$ cat src/rtl/bas_pkg.sv
// ----------------------------------------------------------------------------
// Battery alert package
// Shared types, widths and register codes for the battery alert unit.
// ----------------------------------------------------------------------------
`default_nettype none

package bas_pkg;

    localparam int PCT_W   = 7;
    localparam int HOURS_W = 8;
    localparam int CFG_IDX_W  = 2;
    localparam int CFG_DATA_W = 8;

    localparam logic [CFG_IDX_W-1:0] CFG_FIRST_PCT    = 2'd0;
    localparam logic [CFG_IDX_W-1:0] CFG_SECOND_PCT   = 2'd1;
    localparam logic [CFG_IDX_W-1:0] CFG_SECOND_HOURS = 2'd2;
    localparam logic [CFG_IDX_W-1:0] CFG_HEADROOM     = 2'd3;

    localparam logic [PCT_W-1:0]   RST_FIRST_PCT    = 7'd20;
    localparam logic [PCT_W-1:0]   RST_SECOND_PCT   = 7'd13;
    localparam logic [HOURS_W-1:0] RST_SECOND_HOURS = 8'd12;
    localparam logic [HOURS_W-1:0] RST_HEADROOM     = 8'd3;

    localparam logic [PCT_W-1:0] FULL_PERCENT = 7'd100;

    typedef struct packed {
        logic [PCT_W-1:0]   first_warning_percent;
        logic [PCT_W-1:0]   second_warning_percent;
        logic [HOURS_W-1:0] second_point_hours;
        logic [HOURS_W-1:0] headroom_hours;
    } cfg_t;

    typedef struct packed {
        logic               req_type;
        logic               chg_ind;
        logic               cable_in;
        logic [PCT_W-1:0]   gauge_percent;
        logic [PCT_W-1:0]   batt_pct;
        logic               critical_lockout;
        logic               low_power_active;
        logic [HOURS_W-1:0] hours_left;
        logic               dnd_active;
    } evt_t;

    typedef struct packed {
        logic [2:0]       ui_state;
        logic             accepted;
        logic [1:0]       exit_action;
        logic [2:0]       enter_action;
        logic             show_warning;
        logic             warning_level;
        logic [PCT_W-1:0] warning_percent;
        logic             vibrate;
        logic             standby_request;
    } res_t;

endpackage

`default_nettype wire

$ cat src/rtl/bas_cfg_regs.sv
// ----------------------------------------------------------------------------
// Battery alert configuration registers
// Warning thresholds and hour limits, written through the config channel.
// ----------------------------------------------------------------------------
`default_nettype none

module bas_cfg_regs (
    input  wire logic                             clk,
    input  wire logic                             rst_n,
    input  wire logic                             cfg_valid,
    output logic                                  cfg_ready,
    input  wire logic [bas_pkg::CFG_IDX_W-1:0]    cfg_index,
    input  wire logic [bas_pkg::CFG_DATA_W-1:0]   cfg_data,
    output bas_pkg::cfg_t                         cfg
);

    bas_pkg::cfg_t cfg_reg;

    assign cfg_ready = 1'b1;
    assign cfg       = cfg_reg;

    always_ff @(posedge clk or negedge rst_n)
    begin
        if (!rst_n)
        begin
            cfg_reg.first_warning_percent  <= bas_pkg::RST_FIRST_PCT;
            cfg_reg.second_warning_percent <= bas_pkg::RST_SECOND_PCT;
            cfg_reg.second_point_hours     <= bas_pkg::RST_SECOND_HOURS;
            cfg_reg.headroom_hours         <= bas_pkg::RST_HEADROOM;
        end
        else if (cfg_valid && cfg_ready)
        begin
            unique case (cfg_index)
                bas_pkg::CFG_FIRST_PCT:
                    cfg_reg.first_warning_percent <= cfg_data[bas_pkg::PCT_W-1:0];
                bas_pkg::CFG_SECOND_PCT:
                    cfg_reg.second_warning_percent <= cfg_data[bas_pkg::PCT_W-1:0];
                bas_pkg::CFG_SECOND_HOURS:
                    cfg_reg.second_point_hours <= cfg_data;
                bas_pkg::CFG_HEADROOM:
                    cfg_reg.headroom_hours <= cfg_data;
                default:
                    cfg_reg.headroom_hours <= cfg_reg.headroom_hours;
            endcase
        end
    end

endmodule

`default_nettype wire

$ cat src/rtl/bas_core.sv
// ----------------------------------------------------------------------------
// Battery alert core
// Classifies one event, applies the transition table, tracks the warning
// level and registers the result word.
// ----------------------------------------------------------------------------
`default_nettype none

module bas_core (
    input  wire logic          clk,
    input  wire logic          rst_n,
    input  wire logic          evt_valid,
    input  wire bas_pkg::evt_t evt,
    input  wire bas_pkg::cfg_t cfg,
    output logic               take,
    output logic               res_valid,
    input  wire logic          res_stall,
    output bas_pkg::res_t      res
);

    typedef enum logic [2:0] {
        ST_GOOD         = 3'd1,
        ST_WARNING      = 3'd2,
        ST_LOW_POWER    = 3'd3,
        ST_CRITICAL     = 3'd4,
        ST_CHARGING     = 3'd5,
        ST_FULL         = 3'd6,
        ST_SHUTDOWN_CHG = 3'd7
    } state_t;

    localparam logic [1:0] WIDX_FIRST  = 2'd0;
    localparam logic [1:0] WIDX_SECOND = 2'd1;
    localparam logic [1:0] WIDX_NONE   = 2'd3;

    localparam logic [1:0] EXIT_NONE      = 2'd0;
    localparam logic [1:0] EXIT_DISMISS   = 2'd1;
    localparam logic [1:0] EXIT_LOW_POWER = 2'd2;
    localparam logic [1:0] EXIT_CRITICAL  = 2'd3;

    localparam logic [2:0] ENTER_NONE      = 3'd0;
    localparam logic [2:0] ENTER_LOW_POWER = 3'd1;
    localparam logic [2:0] ENTER_CRITICAL  = 3'd2;
    localparam logic [2:0] ENTER_PLUGGED   = 3'd3;
    localparam logic [2:0] ENTER_FULL      = 3'd4;
    localparam logic [2:0] ENTER_SHUTDOWN  = 3'd5;

    localparam logic [7:0] ALLOW_GOOD      = 8'h7C;
    localparam logic [7:0] ALLOW_WARNING   = 8'h2E;
    localparam logic [7:0] ALLOW_LOW_POWER = 8'h34;
    localparam logic [7:0] ALLOW_CRITICAL  = 8'h28;
    localparam logic [7:0] ALLOW_CHARGING  = 8'hDE;
    localparam logic [7:0] ALLOW_FULL      = 8'h9E;
    localparam logic [7:0] ALLOW_NONE      = 8'h00;

    state_t        state_reg, state_next;
    logic [1:0]    widx_reg, widx_next;
    logic          res_valid_reg;
    bas_pkg::res_t res_reg, res_next;

    state_t     target;
    state_t     classified;
    logic [7:0] allow_mask;
    logic       go;
    logic [1:0] widx_w;
    logic       fresh;
    logic [8:0] hours_limit;
    logic       hours_short;

    assign take      = evt_valid && (!res_valid_reg || !res_stall);
    assign res_valid = res_valid_reg;
    assign res       = res_reg;

    assign hours_limit = {1'b0, cfg.second_point_hours} + {1'b0, cfg.headroom_hours};
    assign hours_short = {1'b0, evt.hours_left} < hours_limit;

    always_comb
    begin
        if (evt.chg_ind)
            classified = ST_CHARGING;
        else if (evt.cable_in && evt.gauge_percent >= bas_pkg::FULL_PERCENT)
            classified = ST_FULL;
        else if (evt.critical_lockout)
            classified = ST_CRITICAL;
        else if (evt.low_power_active)
            classified = ST_LOW_POWER;
        else if (evt.batt_pct <= cfg.first_warning_percent)
            classified = ST_WARNING;
        else
            classified = ST_GOOD;
    end

    always_comb
    begin
        unique case (state_reg)
            ST_GOOD:      allow_mask = ALLOW_GOOD;
            ST_WARNING:   allow_mask = ALLOW_WARNING;
            ST_LOW_POWER: allow_mask = ALLOW_LOW_POWER;
            ST_CRITICAL:  allow_mask = ALLOW_CRITICAL;
            ST_CHARGING:  allow_mask = ALLOW_CHARGING;
            ST_FULL:      allow_mask = ALLOW_FULL;
            default:      allow_mask = ALLOW_NONE;
        endcase
    end

    always_comb
    begin
        state_next = state_reg;
        widx_next  = widx_reg;
        res_next   = '0;
        go         = 1'b0;
        target     = classified;
        widx_w     = widx_reg;
        fresh      = 1'b0;

        if (evt.req_type)
        begin
            target = ST_SHUTDOWN_CHG;
            if (state_reg == ST_CHARGING)
                go = 1'b1;
            else
                res_next.standby_request = 1'b1;
        end
        else
        begin
            go = allow_mask[target];
        end

        if (go)
        begin
            if (state_reg != target)
            begin
                unique case (state_reg) inside
                    ST_WARNING, ST_CHARGING, ST_FULL: res_next.exit_action = EXIT_DISMISS;
                    ST_LOW_POWER:                     res_next.exit_action = EXIT_LOW_POWER;
                    ST_CRITICAL:                      res_next.exit_action = EXIT_CRITICAL;
                    default:                          res_next.exit_action = EXIT_NONE;
                endcase
                if (state_reg == ST_WARNING)
                    widx_next = WIDX_NONE;
                state_next = target;
            end
            res_next.accepted = 1'b1;

            unique case (target)
                ST_WARNING:
                begin
                    res_next.enter_action = ENTER_NONE;
                    widx_w = widx_next;
                    if (widx_w == WIDX_NONE && evt.batt_pct <= cfg.first_warning_percent)
                    begin
                        widx_w = WIDX_FIRST;
                        fresh  = 1'b1;
                    end
                    if (widx_w == WIDX_FIRST && evt.batt_pct <= cfg.second_warning_percent)
                    begin
                        widx_w = WIDX_SECOND;
                        fresh  = 1'b1;
                    end
                    if (fresh && widx_w == WIDX_FIRST && hours_short)
                        fresh = 1'b0;
                    widx_next = widx_w;
                    if (fresh)
                    begin
                        res_next.show_warning    = 1'b1;
                        res_next.warning_level   = widx_w[0];
                        res_next.warning_percent = evt.batt_pct;
                        res_next.vibrate         = !evt.dnd_active;
                    end
                end
                ST_LOW_POWER:
                    res_next.enter_action = ENTER_LOW_POWER;
                ST_CRITICAL:
                begin
                    res_next.enter_action = ENTER_CRITICAL;
                    res_next.vibrate      = !evt.dnd_active;
                end
                ST_CHARGING:
                begin
                    res_next.enter_action = ENTER_PLUGGED;
                    res_next.vibrate      = !evt.dnd_active;
                end
                ST_FULL:
                    res_next.enter_action = ENTER_FULL;
                ST_SHUTDOWN_CHG:
                begin
                    res_next.enter_action    = ENTER_SHUTDOWN;
                    res_next.standby_request = 1'b1;
                end
                default:
                    res_next.enter_action = ENTER_NONE;
            endcase
        end

        res_next.ui_state = state_next;
    end

    always_ff @(posedge clk or negedge rst_n)
    begin
        if (!rst_n)
        begin
            state_reg     <= ST_GOOD;
            widx_reg      <= WIDX_NONE;
            res_valid_reg <= 1'b0;
            res_reg       <= '0;
        end
        else if (take)
        begin
            state_reg     <= state_next;
            widx_reg      <= widx_next;
            res_valid_reg <= 1'b1;
            res_reg       <= res_next;
        end
        else if (!res_stall)
        begin
            res_valid_reg <= 1'b0;
        end
    end

    a_shutdown_sticky: assert property (@(posedge clk) disable iff (!rst_n)
        (state_reg == ST_SHUTDOWN_CHG) |=> (state_reg == ST_SHUTDOWN_CHG))
        else $error("left shutdown charging without reset");

    a_widx_only_in_warning: assert property (@(posedge clk) disable iff (!rst_n)
        (state_reg != ST_WARNING) |-> (widx_reg == WIDX_NONE))
        else $error("warning level held outside warning state");

    a_reject_keeps_state: assert property (@(posedge clk) disable iff (!rst_n)
        (take && !res_next.accepted) |=> $stable(state_reg) && $stable(widx_reg))
        else $error("rejected event changed state");

    a_warning_shown_in_warning: assert property (@(posedge clk) disable iff (!rst_n)
        (res_valid_reg && res_reg.show_warning) |-> (res_reg.ui_state == ST_WARNING))
        else $error("warning shown outside warning state");

endmodule

`default_nettype wire

$ cat src/rtl/battery_alert_state_machine_unit.sv
// ----------------------------------------------------------------------------
// Battery alert state machine unit
// Turns charge events and shutdown requests into UI state changes, warnings,
// vibration and standby requests.
//
//   channel  | handshake            | word
//   ---------+----------------------+--------------------------------------
//   evt      | evt_valid/evt_stall  | one charge event or shutdown request
//   res      | res_valid/res_stall  | one result per event
//   cfg      | cfg_valid/cfg_ready  | cfg_index, cfg_data register write
//
// One event per cycle without res_stall; input register, then result register.
// The state update sits in the single step between those registers.
// Reset restores the default thresholds, the good state and no warning level.
// A stalled result holds; evt_stall rises only when both registers are full.
// ----------------------------------------------------------------------------
`default_nettype none

module battery_alert_state_machine_unit (
    input  wire logic                               clk,
    input  wire logic                               rst_n,

    input  wire logic                               evt_valid,
    output logic                                    evt_stall,
    input  wire logic                               req_type,
    input  wire logic                               chg_ind,
    input  wire logic                               cable_in,
    input  wire logic [bas_pkg::PCT_W-1:0]          gauge_percent,
    input  wire logic [bas_pkg::PCT_W-1:0]          batt_pct,
    input  wire logic                               critical_lockout,
    input  wire logic                               low_power_active,
    input  wire logic [bas_pkg::HOURS_W-1:0]        hours_left,
    input  wire logic                               dnd_active,

    output logic                                    res_valid,
    input  wire logic                               res_stall,
    output logic [2:0]                              ui_state,
    output logic                                    accepted,
    output logic [1:0]                              exit_action,
    output logic [2:0]                              enter_action,
    output logic                                    show_warning,
    output logic                                    warning_level,
    output logic [bas_pkg::PCT_W-1:0]               warning_percent,
    output logic                                    vibrate,
    output logic                                    standby_request,

    input  wire logic                               cfg_valid,
    output logic                                    cfg_ready,
    input  wire logic [bas_pkg::CFG_IDX_W-1:0]      cfg_index,
    input  wire logic [bas_pkg::CFG_DATA_W-1:0]     cfg_data
);

    bas_pkg::cfg_t cfg;
    bas_pkg::evt_t evt_reg;
    bas_pkg::res_t res;
    logic          evt_valid_reg;
    logic          take;

    assign evt_stall = evt_valid_reg && !take;

    always_ff @(posedge clk or negedge rst_n)
    begin
        if (!rst_n)
            evt_valid_reg <= 1'b0;
        else if (evt_valid && !evt_stall)
            evt_valid_reg <= 1'b1;
        else if (take)
            evt_valid_reg <= 1'b0;
    end

    always_ff @(posedge clk)
    begin
        if (evt_valid && !evt_stall)
        begin
            evt_reg.req_type         <= req_type;
            evt_reg.chg_ind          <= chg_ind;
            evt_reg.cable_in         <= cable_in;
            evt_reg.gauge_percent    <= gauge_percent;
            evt_reg.batt_pct         <= batt_pct;
            evt_reg.critical_lockout <= critical_lockout;
            evt_reg.low_power_active <= low_power_active;
            evt_reg.hours_left       <= hours_left;
            evt_reg.dnd_active       <= dnd_active;
        end
    end

    bas_cfg_regs u_cfg (
        .clk       (clk),
        .rst_n     (rst_n),
        .cfg_valid (cfg_valid),
        .cfg_ready (cfg_ready),
        .cfg_index (cfg_index),
        .cfg_data  (cfg_data),
        .cfg       (cfg)
    );

    bas_core u_core (
        .clk       (clk),
        .rst_n     (rst_n),
        .evt_valid (evt_valid_reg),
        .evt       (evt_reg),
        .cfg       (cfg),
        .take      (take),
        .res_valid (res_valid),
        .res_stall (res_stall),
        .res       (res)
    );

    assign ui_state        = res.ui_state;
    assign accepted        = res.accepted;
    assign exit_action     = res.exit_action;
    assign enter_action    = res.enter_action;
    assign show_warning    = res.show_warning;
    assign warning_level   = res.warning_level;
    assign warning_percent = res.warning_percent;
    assign vibrate         = res.vibrate;
    assign standby_request = res.standby_request;

endmodule

`default_nettype wire

$ cat config.mk
export PLATFORM = sky130hd
export DESIGN_NAME = battery_alert_state_machine_unit
export DESIGN_NICKNAME = d
export VERILOG_FILES = /design/src/rtl/bas_pkg.sv /design/src/rtl/bas_cfg_regs.sv /design/src/rtl/bas_core.sv /design/src/rtl/battery_alert_state_machine_unit.sv
export SDC_FILE = /design/constraint.sdc
export NUM_CORES = 1
export LEC_CHECK = 0
export BUFFER_PORTS_ARGS = -buffer_cell sky130_fd_sc_hd__buf_4
export CORE_MARGIN = 1.5
export CORE_UTILIZATION = 55
export CTS_BUF_LIST = sky130_fd_sc_hd__clkbuf_8
export DETAILED_ROUTE_END_ITERATION = 12
export PLACE_DENSITY = 0.78
export SLEW_MARGIN = 20
export SYNTH_ARGS = -nofsm -noshare
export SYNTH_HDL_FRONTEND = slang
export SYNTH_HIERARCHICAL = 1
export SYNTH_SLANG_ARGS = --single-unit
$ cat constraint.sdc
create_clock -name clk -period 6.2 [get_ports clk]
set_input_delay 1.24 -clock clk [delete_from_list [all_inputs] [get_ports clk]]
set_output_delay 1.24 -clock clk [all_outputs]
set_load 0.01 [all_outputs]
* Word-level counts from Yosys, hierarchy flattened
Index checks and enable logic that the tools add are counted.
** Cells by class
- Reduce and logical (&&, ||, !) cells :: 25
- Divide/modulo/power cells :: 0
- Bitwise operators :: 0
- $lt $le $gt $ge :: 5
- Equal/unequal tests :: 18
- Multiplexer cells :: 44
- Shift-type cells :: 0
- Multiply operators :: 0
- Add/sub/neg operators :: 1
** Operator list (count)
- 8-bit one-hot mux with 6 select lines :: 1
- 2-bit 2-to-1 mux :: 12
- 3-bit equality test, second input constant :: 7
- 3-bit 2-to-1 mux :: 7
- 1-bit 2-to-1 mux :: 17
- 17-bit 2-to-1 mux :: 1
- 3-bit one-hot mux with 5 select lines :: 1
- 7-bit less-or-equal comparator :: 2
- 3-bit by 2-bit equality test with 1-bit output, second input constant :: 4
- 10-bit 2-to-1 mux :: 1
- 2-bit AND reduction :: 5
- 8-bit by 8-bit adder with 9-bit output :: 1
- 8-bit by 9-bit < comparator with 1-bit output :: 1
- 9-bit 2-to-1 mux :: 1
- 1-bit logical AND :: 8
- 7-bit >= comparator, second input constant :: 1
- 2-bit equality test, second input constant :: 3
- 2-bit logical NOT :: 3
- 2-bit one-hot mux with 3 select lines :: 1
- 1-bit logical NOT :: 5
- 3-bit by 4-bit < comparator with 1-bit output, second input constant :: 1
- 1-bit binary-select mux with 3-bit select :: 1
- 3-bit by 1-bit equality test with 1-bit output, second input constant :: 1
- 3-bit inequality test :: 1
- other kinds (7) :: 7
** Storage, ports and cells
- Bits in read-only memories :: 0
- Bits of input ports :: 43
- Flip-flop bits (word level) :: 85
- Output and inout bits :: 23
- Logic and storage cells :: 119
- Memory bits (writable) :: 0
- Memories kept :: 0
- Bits in latches :: 0

* Logic depth before layout (Yosys ltp)
- Word-level depth :: 29
- Mapped depth :: 15
- Depth with buffers taken out :: 14

* Modules after synthesis
Netlist, hierarchy kept.
** By module, submodules not included
- bas_core :: cells an instance 258, seq. area each 604.3 um^2, instances 1, area an instance 2228.4 um^2
- bas_cfg_regs :: cells an instance 66, seq. area each 762.0 um^2, instances 1, area an instance 1162.4 um^2
- battery_alert_state_machine_unit :: cells an instance 33, seq. area each 865.8 um^2, instances 1, area an instance 898.4 um^2

* Worst setup path after synthesis
OpenSTA, ideal clock, no wires.
- Kind :: flip-flop to flip-flop
- Start point :: reg u_cfg.cfg_reg, in the netlist u_cfg/cfg[0]
- End point :: reg u_core.res_reg, in the netlist u_core/res[1]
- Cell stages (with the launch flop) :: 16
- Path slack :: 3.048 ns
- Arrival :: 3.026 ns
- Path buffers :: 1
- Library setup time :: 0.126 ns
- Path through :: dfstp_2 -> ha_1 -> fa_1 -> a21o_1 -> a21oi_1 -> xor2_1 -> ha_1 -> a21o_1 -> a21oi_1 -> o21ai_0 -> a21oi_1 -> nor2b_1 -> o211a_1 -> o21a_1 -> buf_2 -> a221o_1
** Between the ends
- Word-level cells in the longest chain between the ends :: 9
** RTL lines
- start, declared :: line bas_cfg_regs.sv:17 : bas_pkg::cfg_t cfg_reg;
- 8-bit by 8-bit adder with 9-bit output :: line bas_core.sv:72 : assign hours_limit = {1'b0, cfg.second_point_hours} + {1'b0, cfg.headroom_hours};
- 8-bit by 9-bit < comparator with 1-bit output :: line bas_core.sv:73 : assign hours_short = {1'b0, evt.hours_left} < hours_limit;
- 1-bit logical AND :: line bas_core.sv:158 : if (fresh && widx_w == WIDX_FIRST && hours_short)
- 1-bit 2-to-1 mux :: line bas_core.sv:158
- 1-bit 2-to-1 mux :: line bas_core.sv:143 : unique case (target)
- 1-bit 2-to-1 mux :: line bas_core.sv:127 : if (go)
- 10-bit 2-to-1 mux :: line bas_core.sv:161 : if (fresh)
- 1-bit one-hot mux with 2 select lines :: line bas_core.sv:143
- 17-bit 2-to-1 mux :: line bas_core.sv:127
- end signal, assigned :: line bas_core.sv:210 : res_reg <= res_next;
- end, declared :: line bas_core.sv:57 : bas_pkg::res_t res_reg, res_next;
No other way between the ends. The select of a mux whose other input is x is not followed.
A chain may end at the register's enable or synchronous reset.

* Worst setup path in the final report
- Start point :: in res_stall
- End point :: out evt_stall
** Between the ends
- Word-level cells in the longest chain between the ends :: 5
** RTL lines
- start, declared :: line battery_alert_state_machine_unit.sv:36 : input wire logic res_stall,
- 1-bit logical NOT :: line bas_core.sv:68 : assign take = evt_valid && (!res_valid_reg || !res_stall);
- 1-bit logical OR :: line bas_core.sv:68
- 1-bit logical AND :: line bas_core.sv:68
- via take :: line battery_alert_state_machine_unit.sv:57 : logic take;
- 1-bit logical NOT :: line battery_alert_state_machine_unit.sv:59 : assign evt_stall = evt_valid_reg && !take;
- 1-bit logical AND :: line battery_alert_state_machine_unit.sv:59
- end, declared :: line battery_alert_state_machine_unit.sv:24 : output logic evt_stall,
The timed path passes the listed nets, and every way through them passes these cells.

==> key figures <==
STA
  • Final Hold Vio Count: 0
  • Clk_skew: 0.00892 ns
  • FMAX: 0.254 GHz
  • RSZ-0062 raised after global routing: no
  • Final period util: 63.4%
  • Final TNS setup: 0 ns
  • Final setup violation count: 0
  • Worst-margin pin slew: 0.823 ns
  • Rel. slew slack: 45.0%
  • Clock period minus worst slack: 3.93 ns
  • Max-slew violation total from the final report: 0
  • WHS: 0.485 ns

Clock network
  • Resized Gates After CTS: 0
  • CTS H-tree lvls: 3
  • Clock latency on the worst-skew pair: 0.34 ns
  • Max Buffers Root-to-Sink: 2
  • CTS tree: done
  • Clk sink count: 81
  • Clk pin slew, worst setup/hold paths: 0.08 ns
  • Setup Fix Bufs, Post-CTS: 0
  • Root buf cell: clkbuf_8
  • # hold bufs at CTS: 0
  • TritonCTS buffer count: 9

Synthesis
  • Synth Area per Inst: 11.9 um^2
  • Synthesized area: 0.00423 mm^2
  • Yosys warnings: 6
  • Syn Inst Count: 355
  • Syn_nets: 428

Pwr
  • Net Switching: 0.573 mW
  • Flop pwr share: 42.5%
  • Switching Share: 33.2%
  • Pwr/cell area: 347 mW/mm^2
  • Clock Power Share: 24.7%
  • Max VDD drop: 183 uV
  • Internal power: 1.15 mW
  • Static leakage: 2.25 nW
  • Logic pwr share: 32.8%

Worst hold path
  • HP Start: u_core/res[15]$_DFFE_PN0P_
  • Hold WC Path Type: reg -> reg
  • Hold Crit Endpoint: u_core/res[15]$_DFFE_PN0P_
  • Hold path cells: 2

Critical path
  • Flop-to-flop setup slack: 2.61 ns
  • R2r endpoint: u_core/res[1]$_DFFE_PN0P_
  • Buf+Inv Stages, Crit Path: 4
  • Crit Path Class: in -> out
  • Worst stage delay on the critical path: 0.61 ns
  • Crit-path cells: buf_4 -> nand2_1 -> nand2_1 -> inv_1 -> nand2b_4 -> inv_1 -> buf_4
  • Delay-heaviest family, CP: simple AND/OR/NAND/NOR gates
  • Slowest stage cell, crit path: nand2_1
  • Reg2Reg Depth: 14
  • CP required: 4.96 ns
  • FF-to-FF Start: u_cfg/cfg[8]$_DFFE_PN0P_
  • CP endpoint kind: primary output
  • Critical Path AT: 2.69 ns
  • Worst-path fanout max: 25
  • CP Launch Type: input pin

Route
  • Via count: 2925
  • Via-to-Cell Ratio: 5.63
  • Drt pass-1 iters: 4
  • Antenna Nets Post-Route: 0
  • DRC: 0
  • DRT iter0 DRCs: 137
  • DR WL/cell: 16.1 um
  • WL final: 8380 um

Global routing
  • Vias in the first global route: 2978
  • Grt total ovfl: 0
  • Global-route usage over all layers: 22.2%
  • Initial antenna violation count: 0
  • Global-route wire length before repair: 14400 um
  • Largest net degree at the start of global routing: 56

Placed design
  • Placed insts: 504
  • Gpl congestion: 0.852
  • DP HPWL: 6170 um
  • I/O Buffers: 62

Floorplanning
  • Initial Util: 57.7%
  • Die Y-Extent: 90.7 um
  • Die Wd: 90.7 um
  • Num rows: 31
  • Core box area: 0.00733 mm^2
  • Die area: 0.00822 mm^2
  • IO Count: 66

Status
  • Status: completed

Layout
  • Nets: 489
  • Layout cell share with drive strength beyond 1: 32.8%
  • Area Growth Syn to Fin: 17.7%
  • Fillers: 557
  • Max FFs per register: 30
  • Diode count: 0
  • Non-filler cells, final: 520

Job
  • Total of max-cap violations: 0
worst min-delay path, stage by stage (launching register included):
cell	delay [ns]
dfrtp_1	0.35
nand2_1	0.05
o41ai_1	0.05
metrics by stage:
stage	worst slack (ns)	cell area (um^2)	utilization (%)	power, mW
2_1_floorplan	3.05	4230	-	1.13
3_3_place_gp	2.26	4760	64.9	1.28
3_5_place_dp	2.26	4760	64.9	1.30
4_1_cts	2.26	4980	67.9	1.73
5_1_grt	2.15	4980	67.9	1.84
6_report	2.27	4980	67.9	1.73
power by group through the flow:
stage | logic, mW | registers (mW) | clock network (mW)
after floorplan | 0.417 | 0.717 | 0
after global placement | 0.539 | 0.741 | 0
after detailed placement | 0.561 | 0.744 | 0
after CTS | 0.565 | 0.734 | 0.433
after global routing | 0.635 | 0.750 | 0.454
final | 0.567 | 0.734 | 0.426
routing by layer:
metal  vias to the layer above  global-route usage (%)  share of wire, %
met3                         8                    3.62               4.4
li1                       1432                       -                 -
met5                         -                       0                 0
met1                      1411                    28.9                45
met4                         0                    8.07              0.93
met2                        74                    37.4                50
worst max-delay path by stage:
stage / startpoint / endpoint / slack (ns) / depth (start not counted)
after detailed placement: res_stall / evt_stall / 2.26 / 7
after global placement: res_stall / evt_stall / 2.26 / 7
after floorplan: u_cfg/cfg[0]$_DFFE_PN1P_ / u_core/res[1]$_DFFE_PN0P_ / 3.05 / 15
final: res_stall / evt_stall / 2.27 / 7
after CTS: res_stall / evt_stall / 2.26 / 7
after global routing: res_stall / evt_stall / 2.15 / 7
cell usage in the layout, fill, tap and decap left out, types with 3 or more instances in the layout:
cell / count
a211oi_1: 3
a31oi_1: 4
a22o_1: 8
clkbuf_8: 9
nand2_1: 19
ha_1: 29
o21a_1: 5
mux2_2: 31
inv_1: 25
o21ai_1: 4
o31ai_1: 4
o2111ai_1: 3
o21bai_1: 5
a21o_1: 7
o21ai_0: 8
buf_4: 62
dfstp_2: 12
xnor2_1: 4
nor3_1: 5
nor2b_1: 4
nand2b_1: 7
a21oi_1: 15
dfrtp_1: 43
nor2_1: 18
edfxtp_1: 26
nor4_1: 4
cell type report:
cell class	instances	area [um^2]	area share (%)
Clock inverter	7	93.8	1.88
Multi-Input combinational cell	237	1910	38.3
Sequential cell	81	2170	43.6
Inverter	25	93.8	1.88
Tap cell	99	124	2.49
Clock buffer	9	124	2.49
Timing Repair Buffer	62	465	9.35
Power figures use the tool's default switching activity.
